$ cat config.mk
export PLATFORM = sky130hd
export DESIGN_NAME = msort_ctrl
export DESIGN_NICKNAME = d
export VERILOG_FILES = /design/src/hdl/msort_pkg.sv /design/src/hdl/msort_ctrl.sv
export SDC_FILE = /design/constraint.sdc
export NUM_CORES = 1
export LEC_CHECK = 0
export BUFFER_PORTS_ARGS = -buffer_cell sky130_fd_sc_hd__buf_2
export CORE_AREA = 3 3 40 42
export DETAILED_ROUTE_END_ITERATION = 8
export DIE_AREA = 0 0 43 45
export HOLD_SLACK_MARGIN = 0.02
export PLACE_DENSITY_LB_ADDON = 0.2
export SETUP_SLACK_MARGIN = 0.2
export SYNTH_ARGS = -nofsm -noshare
export SYNTH_HDL_FRONTEND = slang
export SYNTH_SLANG_ARGS = --single-unit
$ cat constraint.sdc
create_clock -name clk -period 1.16 [get_ports clk]
set_clock_uncertainty 0.05 [all_clocks]
set_input_delay 0.174 -clock clk [delete_from_list [all_inputs] [get_ports clk]]
set_output_delay 0.174 -clock clk [all_outputs]
set_load 0.05 [all_outputs]
$ cat src/hdl/msort_pkg.sv
// Shared constants and controller/datapath interface types for the sorter.
package msort_pkg;

  localparam int DEPTH  = 64;
  localparam int DATA_W = 32;
  localparam int CNT_W  = $clog2(DEPTH + 1);

  // controller -> datapath
  typedef struct packed {
    logic insert;    // place the input value into the cell row
    logic pop;       // move cell 0 into the output register, shift row down
    logic pop_last;  // result being popped is the final one of the run
    logic pop_ovf;   // run dropped elements
  } ctl_cmd_t;

  // datapath -> controller
  typedef struct packed {
    logic empty;
    logic one_left;
    logic full;
    logic out_free;  // output register can take a result this cycle
  } dp_stat_t;

endpackage

$ cat src/hdl/msort_ctrl.sv
// Sequencer: load phase, emit phase and run overflow tracking.
module msort_ctrl (
  input  logic                clk,
  input  logic                rst_n,
  input  logic                in_valid,
  input  logic                in_last,
  output logic                in_ready,
  input  msort_pkg::dp_stat_t stat,
  output msort_pkg::ctl_cmd_t cmd
);

  localparam logic ST_LOAD = 1'b0;
  localparam logic ST_EMIT = 1'b1;

  logic state_r, state_nxt;
  logic ovf_r, ovf_nxt;
  logic accept;

  assign in_ready = (state_r == ST_LOAD);
  assign accept   = in_valid & in_ready;

  always_comb begin
    cmd          = '0;
    cmd.insert   = accept & ~stat.full;
    cmd.pop      = (state_r == ST_EMIT) & stat.out_free & ~stat.empty;
    cmd.pop_last = stat.one_left;
    cmd.pop_ovf  = ovf_r;
  end

  always_comb begin
    state_nxt = state_r;
    ovf_nxt   = ovf_r;
    case (state_r)
      ST_LOAD: begin
        if (accept && stat.full) ovf_nxt = 1'b1;
        if (accept && in_last) state_nxt = ST_EMIT;
      end
      ST_EMIT: begin
        if (cmd.pop && stat.one_left) begin
          state_nxt = ST_LOAD;
          ovf_nxt   = 1'b0;
        end
      end
      default: state_nxt = ST_LOAD;
    endcase
  end

  always_ff @(posedge clk) begin
    if (!rst_n) begin
      state_r <= ST_LOAD;
      ovf_r   <= 1'b0;
    end else begin
      state_r <= state_nxt;
      ovf_r   <= ovf_nxt;
    end
  end

`ifndef SYNTHESIS
  a_no_pop_empty: assert property (@(posedge clk) disable iff (!rst_n)
    cmd.pop |-> !stat.empty) else $error("pop from empty store");

  a_emit_nonempty: assert property (@(posedge clk) disable iff (!rst_n)
    (state_r == ST_EMIT) |-> !stat.empty) else $error("emit phase with empty store");

  a_ovf_cleared: assert property (@(posedge clk) disable iff (!rst_n)
    (cmd.pop && stat.one_left) |=> !ovf_r) else $error("overflow not cleared after run");
`endif

endmodule

**After elaboration in Yosys (flattened, before gate mapping)**

Cells that the tools add are included.

- Register bits: 2
- Bits of input ports: 8
- Output and inout bits: 5
- Logic and storage cells: 21

- Eq/ne operators: 2
- Mux-type cells: 6
- Bitwise logic cells: 7
- Reduce and logical (&&, ||, !) cells: 4

Operators with widths:

| kind | count |
|---|---|
| 1-bit AND | 4 |
| 1-bit 2-to-1 mux | 4 |
| 2-bit by 1-bit != test with 1-bit output, second input constant | 2 |
| 1-bit case mux with 2 select lines | 2 |
| 1-bit logical AND | 3 |
| 1-bit inverter | 3 |
| 2-bit AND reduction | 1 |

**Logic depth before layout (Yosys ltp)**

Gate-level depths: netlist of the first run.

- Depth in word-level cells: 5
- Gate-level depth with buffers: 2
- Depth with buffers taken out: 2

**Worst setup path before layout of the first run**

Ideal clock, no wire load.

- Path type: register -> output
- From: register state_r
- To: output cmd[3] in the netlist's numbering
- Data arrival time: 1.497 ns
- Data required time: 0.936 ns
- Slack: -0.561 ns
- Stages on the path, launching flop included: 2
- Buffers on the path: 0
- Path through: dfxtp_1 nor3b_1

RTL lines:

| element | line | text |
|---|---|---|
| from (decl) | msort_ctrl.sv:15 | `logic state_r, state_nxt;` |
| from (signal assigned) | msort_ctrl.sv:53 | `state_r <= state_nxt;` |
| to (decl) | msort_ctrl.sv:9 | `output msort_pkg::ctl_cmd_t cmd` |

==> metrics, run 1 <==
Worst Setup Slack, final 0.0148 ns; core region area 1280 um2; WL per Instance 8.93 um; Simple-Gate Fraction of Synth Area 30.9%; Yosys cell types 11; routed vias 161; root buffer cell clkbuf_4; Initial Util 9.44%; final worst path period share 98.7%; synth top area cells dfxtp_1, buf_4, a211oi_2; Mapped Nets 23; diode count 0; Lkg Pwr 0.000132 uW; Critical Path AT 0.92 ns; r2r setup slk 0.17 ns; #FFs+latches synth 2; Final Hold Violating Endpoints 0; DRT iter0 DRCs 1; Mapped Cells 15; worst setup path startpoint state_r$_SDFF_PN0_; largest area contributor in the netlist dfxtp_1; Final min period 1.15 ns; total wire length 402 um; clock buffer depth 2; crit path to cmd[3]; Critical Path End Type output pin; count leader, synth inv_1; yosys warns 0; Final Core Density 22.1%; H-tree levels 1; largest net degree at the start of global routing 6; main combinational cell family by area after synthesis simple AND/OR/NAND/NOR gates; TritonCTS clock tree built; CP top delay family flip-flops; # rows 13; Area Overhead vs Synth 134%; cell area after synthesis 121 um2; CP peak stage delay 0.35 ns; Clock Latency Late Sink 0.22 ns; GP Congestion 0.659; Post-synth EDFFs 0; initial antenna violation count 0; Num CTS Buffers 3; pwr dens 1180 nW/um2; Peak Freq 0.873 GHz; XOR/XNOR Fraction of Synth Area 0%; total power 335 uW; synthesized-area fraction occupied by adder cells 0%; crit-path cells nor3b_4, buf_6; Max Slew Vio Count 0; layout cell share with drive strength beyond 1 80.0%; status complete, no violations; Place WS 0.126 ns; CP required 0.94 ns; Avg Cell Area, Syn 8.09 um2; chip height 45 um; Peak supply drop 0.269 mV; port bufs 12; worst hold path type in -> reg; Pre-Repair DR Iteration Count 3; max-cap violations 0; Fillers 149; stages on the worst setup path 2; Compound-Gate Fraction of Synth Area 14.4%; gr usage total 5.32%; Reg-to-Reg End ovf_r$_SDFFE_PN0P_; crit path launch type register; Routed Antenna Nets 0; Reg-to-Reg Start state_r$_SDFF_PN0_; Clock transition at path regs 0.03 ns; fin nets 40; Slew HR 83.3%; Slew @ Worst Pin 0.253 ns; Ports 13; first-pass GRT wire length 696 um; Synth top area share 33.0%; die area 1940 um2; post-DR vias/cell 3.58; Worst Path Class, Setup reg -> out; Chip Width 43 um; mux share of post-synthesis cell area 0%; Critical Path Fanout Max 4; Crit-path slowest cell dfxtp_4; vias in the first global route 202; Final setup viols 0; worst path bufs/invs 1; CTS sink count 2; unrepaired setup endpoints after global routing yes; number of remaining DRC errors 0; sequential element share of the synthesized area 33.0%; ys async rst share 0%; Primary FF master, synth dfxtp_1; overflow left after global routing 0; most frequent cells after synthesis inv_1, buf_4, dfxtp_1; cell depth of the worst flop-to-flop path 3; hold bufs inserted after CTS 0
## worst min-delay path: stages
cell,delay [ns]
buf_2,0.10
inv_1,0.08
a211oi_2,0.05
## power by group
| group | leakage (uW) | total, uW | switching [uW] | internal (uW) |
|---|---|---|---|---|
| clock network | 0.0000138 | 152 | 37.9 | 114 |
| registers | 0.0000175 | 80.5 | 5.96 | 74.5 |
| logic | 0.000101 | 103 | 58.4 | 44.6 |
| total | 0.000132 | 335 | 102 | 233 |
## layout by cell type (no fill, tap or decap)
cell type and instances:
a211oi_2 1, a21oi_1 1, and4b_1 1, buf_2 8
buf_4 2, buf_6 2, buf_8 2, clkbuf_4 3
dfxtp_2 1, dfxtp_4 1, inv_1 2, inv_4 1
nand2_2 1, nand3b_1 1, nor2_4 1, nor3_1 1
nor3b_4 1
## metrics by stage
stage	area [um2]	hold WS, ns	setup TNS (ns)	instances
2_1_floorplan	141	0.268	0	15
3_3_place_gp	205	0.382	0	40
3_5_place_dp	205	0.389	0	40
4_1_cts	268	0.155	0	44
5_1_grt	284	0.181	-0.0288	45
6_report	284	0.170	0	45
## worst min-delay path by stage
stage	start	to	depth (start not counted)
2_1_floorplan	rst_n	ovf_r$_SDFFE_PN0P_	2
3_3_place_gp	rst_n	ovf_r$_SDFFE_PN0P_	3
3_5_place_dp	rst_n	ovf_r$_SDFFE_PN0P_	3
4_1_cts	rst_n	ovf_r$_SDFFE_PN0P_	3
5_1_grt	rst_n	ovf_r$_SDFFE_PN0P_	3
6_report	rst_n	ovf_r$_SDFFE_PN0P_	3
## routing by layer
metal	wire length (um)	track usage, %	up-vias	part of all wire [%]
li1	-	-	80	-
met1	146	4.57	69	36
met2	189	7.49	12	47
met3	66	3.19	0	16
met4	0	7.23	0	0
met5	0	0	-	0
## final cells by class
| cell class | instances | area (um2) | area share, % |
|---|---|---|---|
| well taps | 15 | 18.8 | 6.61 |
| inverters | 3 | 13.8 | 4.85 |
| repair buffers | 14 | 108 | 37.9 |
| flip-flops and latches | 2 | 45.0 | 15.9 |
| clock buffers | 3 | 22.5 | 7.93 |
| multi-input cells | 8 | 76.3 | 26.9 |
## logic make-up (layout without fill, tap and decap cells)
kind of cell | after synthesis | count (layout)
buffers and inverters | 5 | 20
AO/OA/AOI/OAI | 2 | 2
AND/OR/NAND/NOR | 6 | 6
flip-flops | 2 | 2
## registers in the layout, indices dropped and copies added, names as in the netlist
name and cells:
state_r 1, ovf_r 1
## repair_timing
action                                  4_1_cts  5_1_grt
setup buffers                                 1        1
endpoints found under the setup margin        4        5
resized for setup                            12        3
cloned                                        0        0
pin swaps                                     0        2
Note: power is estimated with default switching activity, not from simulation.
==> run 2: changes to the inputs <==
--- a/config.mk
+++ b/config.mk
@@ -11,6 +11,7 @@
 export DIE_AREA = 0 0 43 45
 export HOLD_SLACK_MARGIN = 0.02
 export PLACE_DENSITY_LB_ADDON = 0.2
+export RECOVER_POWER = 50
 export SETUP_SLACK_MARGIN = 0.2
 export SYNTH_ARGS = -nofsm -noshare
 export SYNTH_HDL_FRONTEND = slang
==> run 2 against run 1 <==
  * Die area stayed put
  * Utilization is 0.58 points lower
  * Via count stayed put
  * Total power is 1.2% lower
  * Setup slack hardly changed
  * Non-clock buffer count stayed put
  * Combinational power is 4% lower
  * Clock power hardly changed
  * Critical path depth stayed put
==> metrics, run 2 (synthesis gave the netlist of run 1 again) <==
DRT iter0 DRCs 1 (unchanged); core region area 1280 um2 (unchanged); # rows 13 (unchanged); Lkg Pwr 0.000128 uW (-3.3%); Place WS 0.126 ns (unchanged); post-placement cell area 205 um2 (unchanged); Routed Antenna Nets 0 (unchanged); biggest regs ovf_r: 1 flops, state_r: 1 flops; Ports 13 (unchanged); Clock transition at path regs 0.03 ns (about the same); Max Slew Vio Count 0 (unchanged); vias in the first global route 202 (unchanged); post-DR vias/cell 3.58 (unchanged); commonest cells after routing, fill and taps aside buf_2, clkbuf_4, inv_1, buf_8, buf_4; first-pass GRT wire length 696 um (unchanged); Initial Util 9.44% (unchanged); GR Util met1 4.57% (unchanged); port bufs 12 (unchanged); Peak Freq 0.873 GHz (unchanged); commonest non-fill, non-tap cell in the layout buf_2; Slew @ Worst Pin 0.599 ns (+0.346 ns); r2r setup slk 0.17 ns (about the same); status complete, no violations; Worst Path Class, Setup reg -> out; Final Core Density 21.5% (-0.58 points); root buffer cell clkbuf_4; Final Hold Violating Endpoints 0 (unchanged); Pre-Repair DR Iteration Count 3 (unchanged); hold bufs inserted after CTS 0 (unchanged); GP Congestion 0.659 (unchanged); max-cap violations 0 (unchanged); M3 GR Usage 3.19% (unchanged); overflow left after global routing 0 (unchanged); crit path launch type register; CP required 0.94 ns (about the same); number of remaining DRC errors 0 (unchanged); Clock Latency Late Sink 0.22 ns (about the same); gr usage total 5.32% (unchanged); Critical Path AT 0.92 ns (about the same); layout cell share with drive strength beyond 1 76.7% (-3.3 points); placed cell count 40 (unchanged); CTS sink count 2 (unchanged); total wire length 402 um (unchanged); Num CTS Buffers 3 (unchanged); unrepaired setup endpoints after global routing yes; Worst Setup Slack, final 0.0148 ns (+0.000000200 ns); Slew HR 60.2% (-23 points); post-route cell area 277 um2 (-2.6%); largest net degree at the start of global routing 6 (unchanged); Critical Path End Type output pin; routed vias 161 (unchanged); Post-Layout Cell Count 45 (unchanged); clock buffer depth 2 (unchanged); final worst path period share 98.7% (about the same); worst hold path type in -> reg; Fillers 151 (+1.3%); Most Used Layer, Global Route met2; initial antenna violation count 0 (unchanged); Peak supply drop 0.269 mV (-0.13%); die area 1940 um2 (unchanged); Final min period 1.15 ns (-0.000000200 ns); Area Overhead vs Synth 128%; Chip Width 43 um (unchanged); Final setup viols 0 (unchanged); diode count 0 (unchanged); fin nets 40 (unchanged); GR Util met2 7.49% (unchanged); WL per Instance 8.93 um (unchanged); Critical Path Fanout Max 4 (unchanged); chip height 45 um (unchanged); pwr dens 1200 nW/um2 (+1.4%); TritonCTS clock tree built; H-tree levels 1 (unchanged)
## run 2: cell count changes in the layout (fill, tap and decap cells not counted), sizes merged
cell    change
clkbuf      +2
buf         -2
## run 2: final timing paths
kind	depth (start not counted)	endpoint	start
worst max-delay path	2	cmd[3]	state_r$_SDFF_PN0_
worst min-delay path	3	ovf_r$_SDFFE_PN0P_	rst_n
worst max register to register	3	ovf_r$_SDFFE_PN0P_	state_r$_SDFF_PN0_
worst min register to register	2	ovf_r$_SDFFE_PN0P_	ovf_r$_SDFFE_PN0P_
## run 2: timing repair
action | 4_1_cts | 5_1_grt
buffers inserted | 1 | 1
setup endpoints to repair | 4 | 5
pin swaps | 0 | 2
resized for setup | 12 | 3
gates cloned | 0 | 0
## run 2: area by class of cell
cell class	instances	area, um2	area share, %
Tap cell	15	18.8	6.79
Multi-Input combinational cell	8	76.3	27.6
Timing Repair Buffer	14	100	36.2
Sequential cell	2	45.0	16.3
Clock buffer	3	22.5	8.14
Inverter	3	13.8	4.98
## run 2: per-layer routing
metal	vias to the layer above	wire length (um)
met5	-	0
met4	0	0
met3	0	67
met2	12	190
met1	69	143
li1	80	-
## run 2: through the flow
| step | hold slack [ns] | total power [uW] | TNS (ns) |
|---|---|---|---|
| finish | 0.170 | 331 | 0 |
| global route | 0.181 | 349 | -0.0288 |
| CTS | 0.155 | 339 | 0 |
| detailed placement | 0.389 | 161 | 0 |
| global placement | 0.382 | 160 | 0 |
| floorplan | 0.268 | 140 | 0 |
## run 2: power breakdown
group	internal, uW	switching, uW	total [uW]
sequential	74.5	5.46	79.9
clock	114	37.9	152
combinational	41.0	58.4	99.3
total	229	102	331
## run 2: critical path, cell delays in order (launching register included)
cell,delay (ns)
dfxtp_4,0.35
nor3b_4,0.17
buf_6,0.18
==> run 3: changes to the inputs <==
--- a/config.mk
+++ b/config.mk
@@ -5,6 +5,7 @@
 export SDC_FILE = /design/constraint.sdc
 export NUM_CORES = 1
 export LEC_CHECK = 0
+export ABC_AREA = 1
 export BUFFER_PORTS_ARGS = -buffer_cell sky130_fd_sc_hd__buf_2
 export CORE_AREA = 3 3 40 42
 export DETAILED_ROUTE_END_ITERATION = 8
==> constraint.sdc (replaced) <==
create_clock -name clk -period 1.5 [get_ports clk]
set_clock_uncertainty 0.05 [all_clocks]
set_input_delay 0.225 -clock clk [delete_from_list [all_inputs] [get_ports clk]]
set_output_delay 0.225 -clock clk [all_outputs]
set_load 0.05 [all_outputs]
==> run 3 against run 2 <==
  * Design area fell by 19%
  * Final cell count grew 4.4%
  * Clock power decreased by 21%
  * Via count shrank 3.7%
  * Total power is 25% lower
  * Utilization down 4.0 points
  * Combinational power fell by 34%
  * Critical path type unchanged
==> metrics, run 3 <==
biggest regs ovf_r: 1 flops, state_r: 1 flops; ys async rst share 0% (unchanged); port bufs 12 (unchanged); Critical Path Fanout Max 5 (+1); Post-Layout Cell Count 47 (+4.4%); Slew @ Worst Pin 0.587 ns (-0.0122 ns); top layer used by detailed routing met4; clock buffer depth 2 (unchanged); Mapped Cells 19 (+4); fin nets 42 (+5.0%); commonest cells after routing, fill and taps aside buf_2, nand2_1, inv_1, clkbuf_4; met2 wire length 85 um (-55%); H-tree levels 1 (unchanged); Final min period 1.29 ns; Peak supply drop 0.134 mV (-50%); yosys warns 0 (unchanged); Final Core Density 17.5% (-4.0 points); Place WS 0.378 ns (+0.252 ns); total wire length 353 um (-12%); Initial Util 9.93% (+0.49 points); TritonCTS clock tree built; # rows 13 (unchanged); final worst path period share 86.2%; unrepaired setup endpoints after global routing no; Yosys cell types 10 (-1); chip height 45 um (unchanged); crit path launch type register; Fillers 152 (+0.66%); Num CTS Buffers 3 (unchanged); overflow left after global routing 0 (unchanged); Post-synth EDFFs 0 (unchanged); Ports 13 (unchanged); Final Hold Violating Endpoints 0 (unchanged); sequential element share of the synthesized area 31.4% (-1.6 points); pwr dens 1100 nW/um2 (-8.1%); Primary FF master, synth dfxtp_1; met3 routed WL 77 um (+15%); WHS 0.198 ns (+0.0284 ns); status complete, no violations; worst hold path type in -> reg; Lkg Pwr 0.000120 uW (-6.3%); post-DR vias/cell 3.30 (-7.8%); max-cap violations 0 (unchanged); hold bufs inserted after CTS 0 (unchanged); DP HPWL 293 um; core region area 1280 um2 (unchanged); Slew HR 61.1% (+0.81 points); Worst Path Class, Setup reg -> out; largest area contributor in the netlist dfxtp_1; cell area after synthesis 128 um2 (+5.2%); area of the multi-input gates 65.1 um2 (-15%); Final setup viols 0 (unchanged); first-pass GRT wire length 531 um (-24%); Critical Path End Type output pin; Mapped Nets 27 (+17%); area taken by flip-flops and latches 40.0 um2 (-11%); layout cell share with drive strength beyond 1 56.3% (-20 points); Clock Latency Late Sink 0.23 ns (about the same); count leader, synth nand2_1; vias in the first global route 137 (-32%); Chip Width 43 um (unchanged); Clock transition at path regs 0.03 ns (about the same); diode count 0 (unchanged); synth top area cells dfxtp_1, buf_4, nand2_1; CP required 1.22 ns (+0.28 ns); Worst Setup Slack, final 0.208 ns (+0.193 ns); Pre-Repair DR Iteration Count 2 (-1); DRT iter0 DRCs 1 (unchanged); Routed Antenna Nets 0 (unchanged); most frequent cells after synthesis nand2_1, inv_1; routed vias 155 (-3.7%); Area Overhead vs Synth 76.5%; largest net degree at the start of global routing 6 (unchanged); CTS sink count 2 (unchanged); commonest non-fill, non-tap cell in the layout buf_2; Peak Freq 0.774 GHz; initial antenna violation count 0 (unchanged); Max Slew Vio Count 0 (unchanged); post-route setup TNS 0 ns (unchanged); die area 1940 um2 (unchanged); met1 wire length 170 um (+19%); gr usage total 4.57% (-0.76 points); Avg Cell Area, Syn 6.72 um2 (-17%); WL per Instance 7.51 um (-16%); #FFs+latches synth 2 (unchanged); number of remaining DRC errors 0 (unchanged); GP Congestion 0.579 (-12%); Synth top area share 31.4% (-1.6 points); root buffer cell clkbuf_4; Critical Path AT 1.02 ns (+0.10 ns); placed cell count 44 (+10%)
-- run 3: critical path, cell delays in order (launching register included) --
cell     delay, ns
dfxtp_1       0.42
nand2_1       0.09
nor2_2        0.08
buf_4         0.20
-- run 3: power by group --
group	internal, uW	total [uW]	switching (uW)
clock network	88.3	120	31.3
registers	58.1	62.8	4.66
logic	20.2	65.6	45.4
total	167	248	81.4
-- run 3: cells by family after synthesis --
group / after synthesis / synth area share [%]
buf+inv: 6 / 23.5
flops: 2 / 31.4
simple gates: 11 / 45.1
-- run 3: metal layers --
metal,vias to the layer above,GRT usage [%]
met1,52,5.02
met5,-,0
met3,4,2.39
li1,84,-
met2,15,3.89
met4,0,9.04
-- run 3: what timing repair did --
action | 4_1_cts | 5_1_grt
gates resized for setup | 2 | 1
buffers inserted | 0 | 0
endpoints found under the hold margin | 0 | 0
endpoints found under the setup margin | 2 | 1
cloned | 0 | 0
-- run 3: layout make-up --
class	count	share of cell area, %
clock buffers	3	10.0
flip-flops and latches	2	17.8
repair buffers	12	28.3
multi-input cells	11	28.9
well taps	15	8.33
inverters	4	6.67
-- run 3: final timing paths --
check,start,end,cells after the start,slack [ns]
setup / recovery,state_r$_SDFF_PN0_,cmd[2],3,0.21
setup reg to reg,state_r$_SDFF_PN0_,state_r$_SDFF_PN0_,3,0.63
hold / removal,rst_n,ovf_r$_SDFFE_PN0P_,3,0.20
hold reg to reg,ovf_r$_SDFFE_PN0P_,ovf_r$_SDFFE_PN0P_,4,0.45
-- run 3: per-stage QoR --
step           cell area, um2  total power (uW)
5_1_grt                   225               264
2_1_floorplan             135               111
4_1_cts                   226               258
3_3_place_gp              199               129
6_report                  225               248
3_5_place_dp              199               129
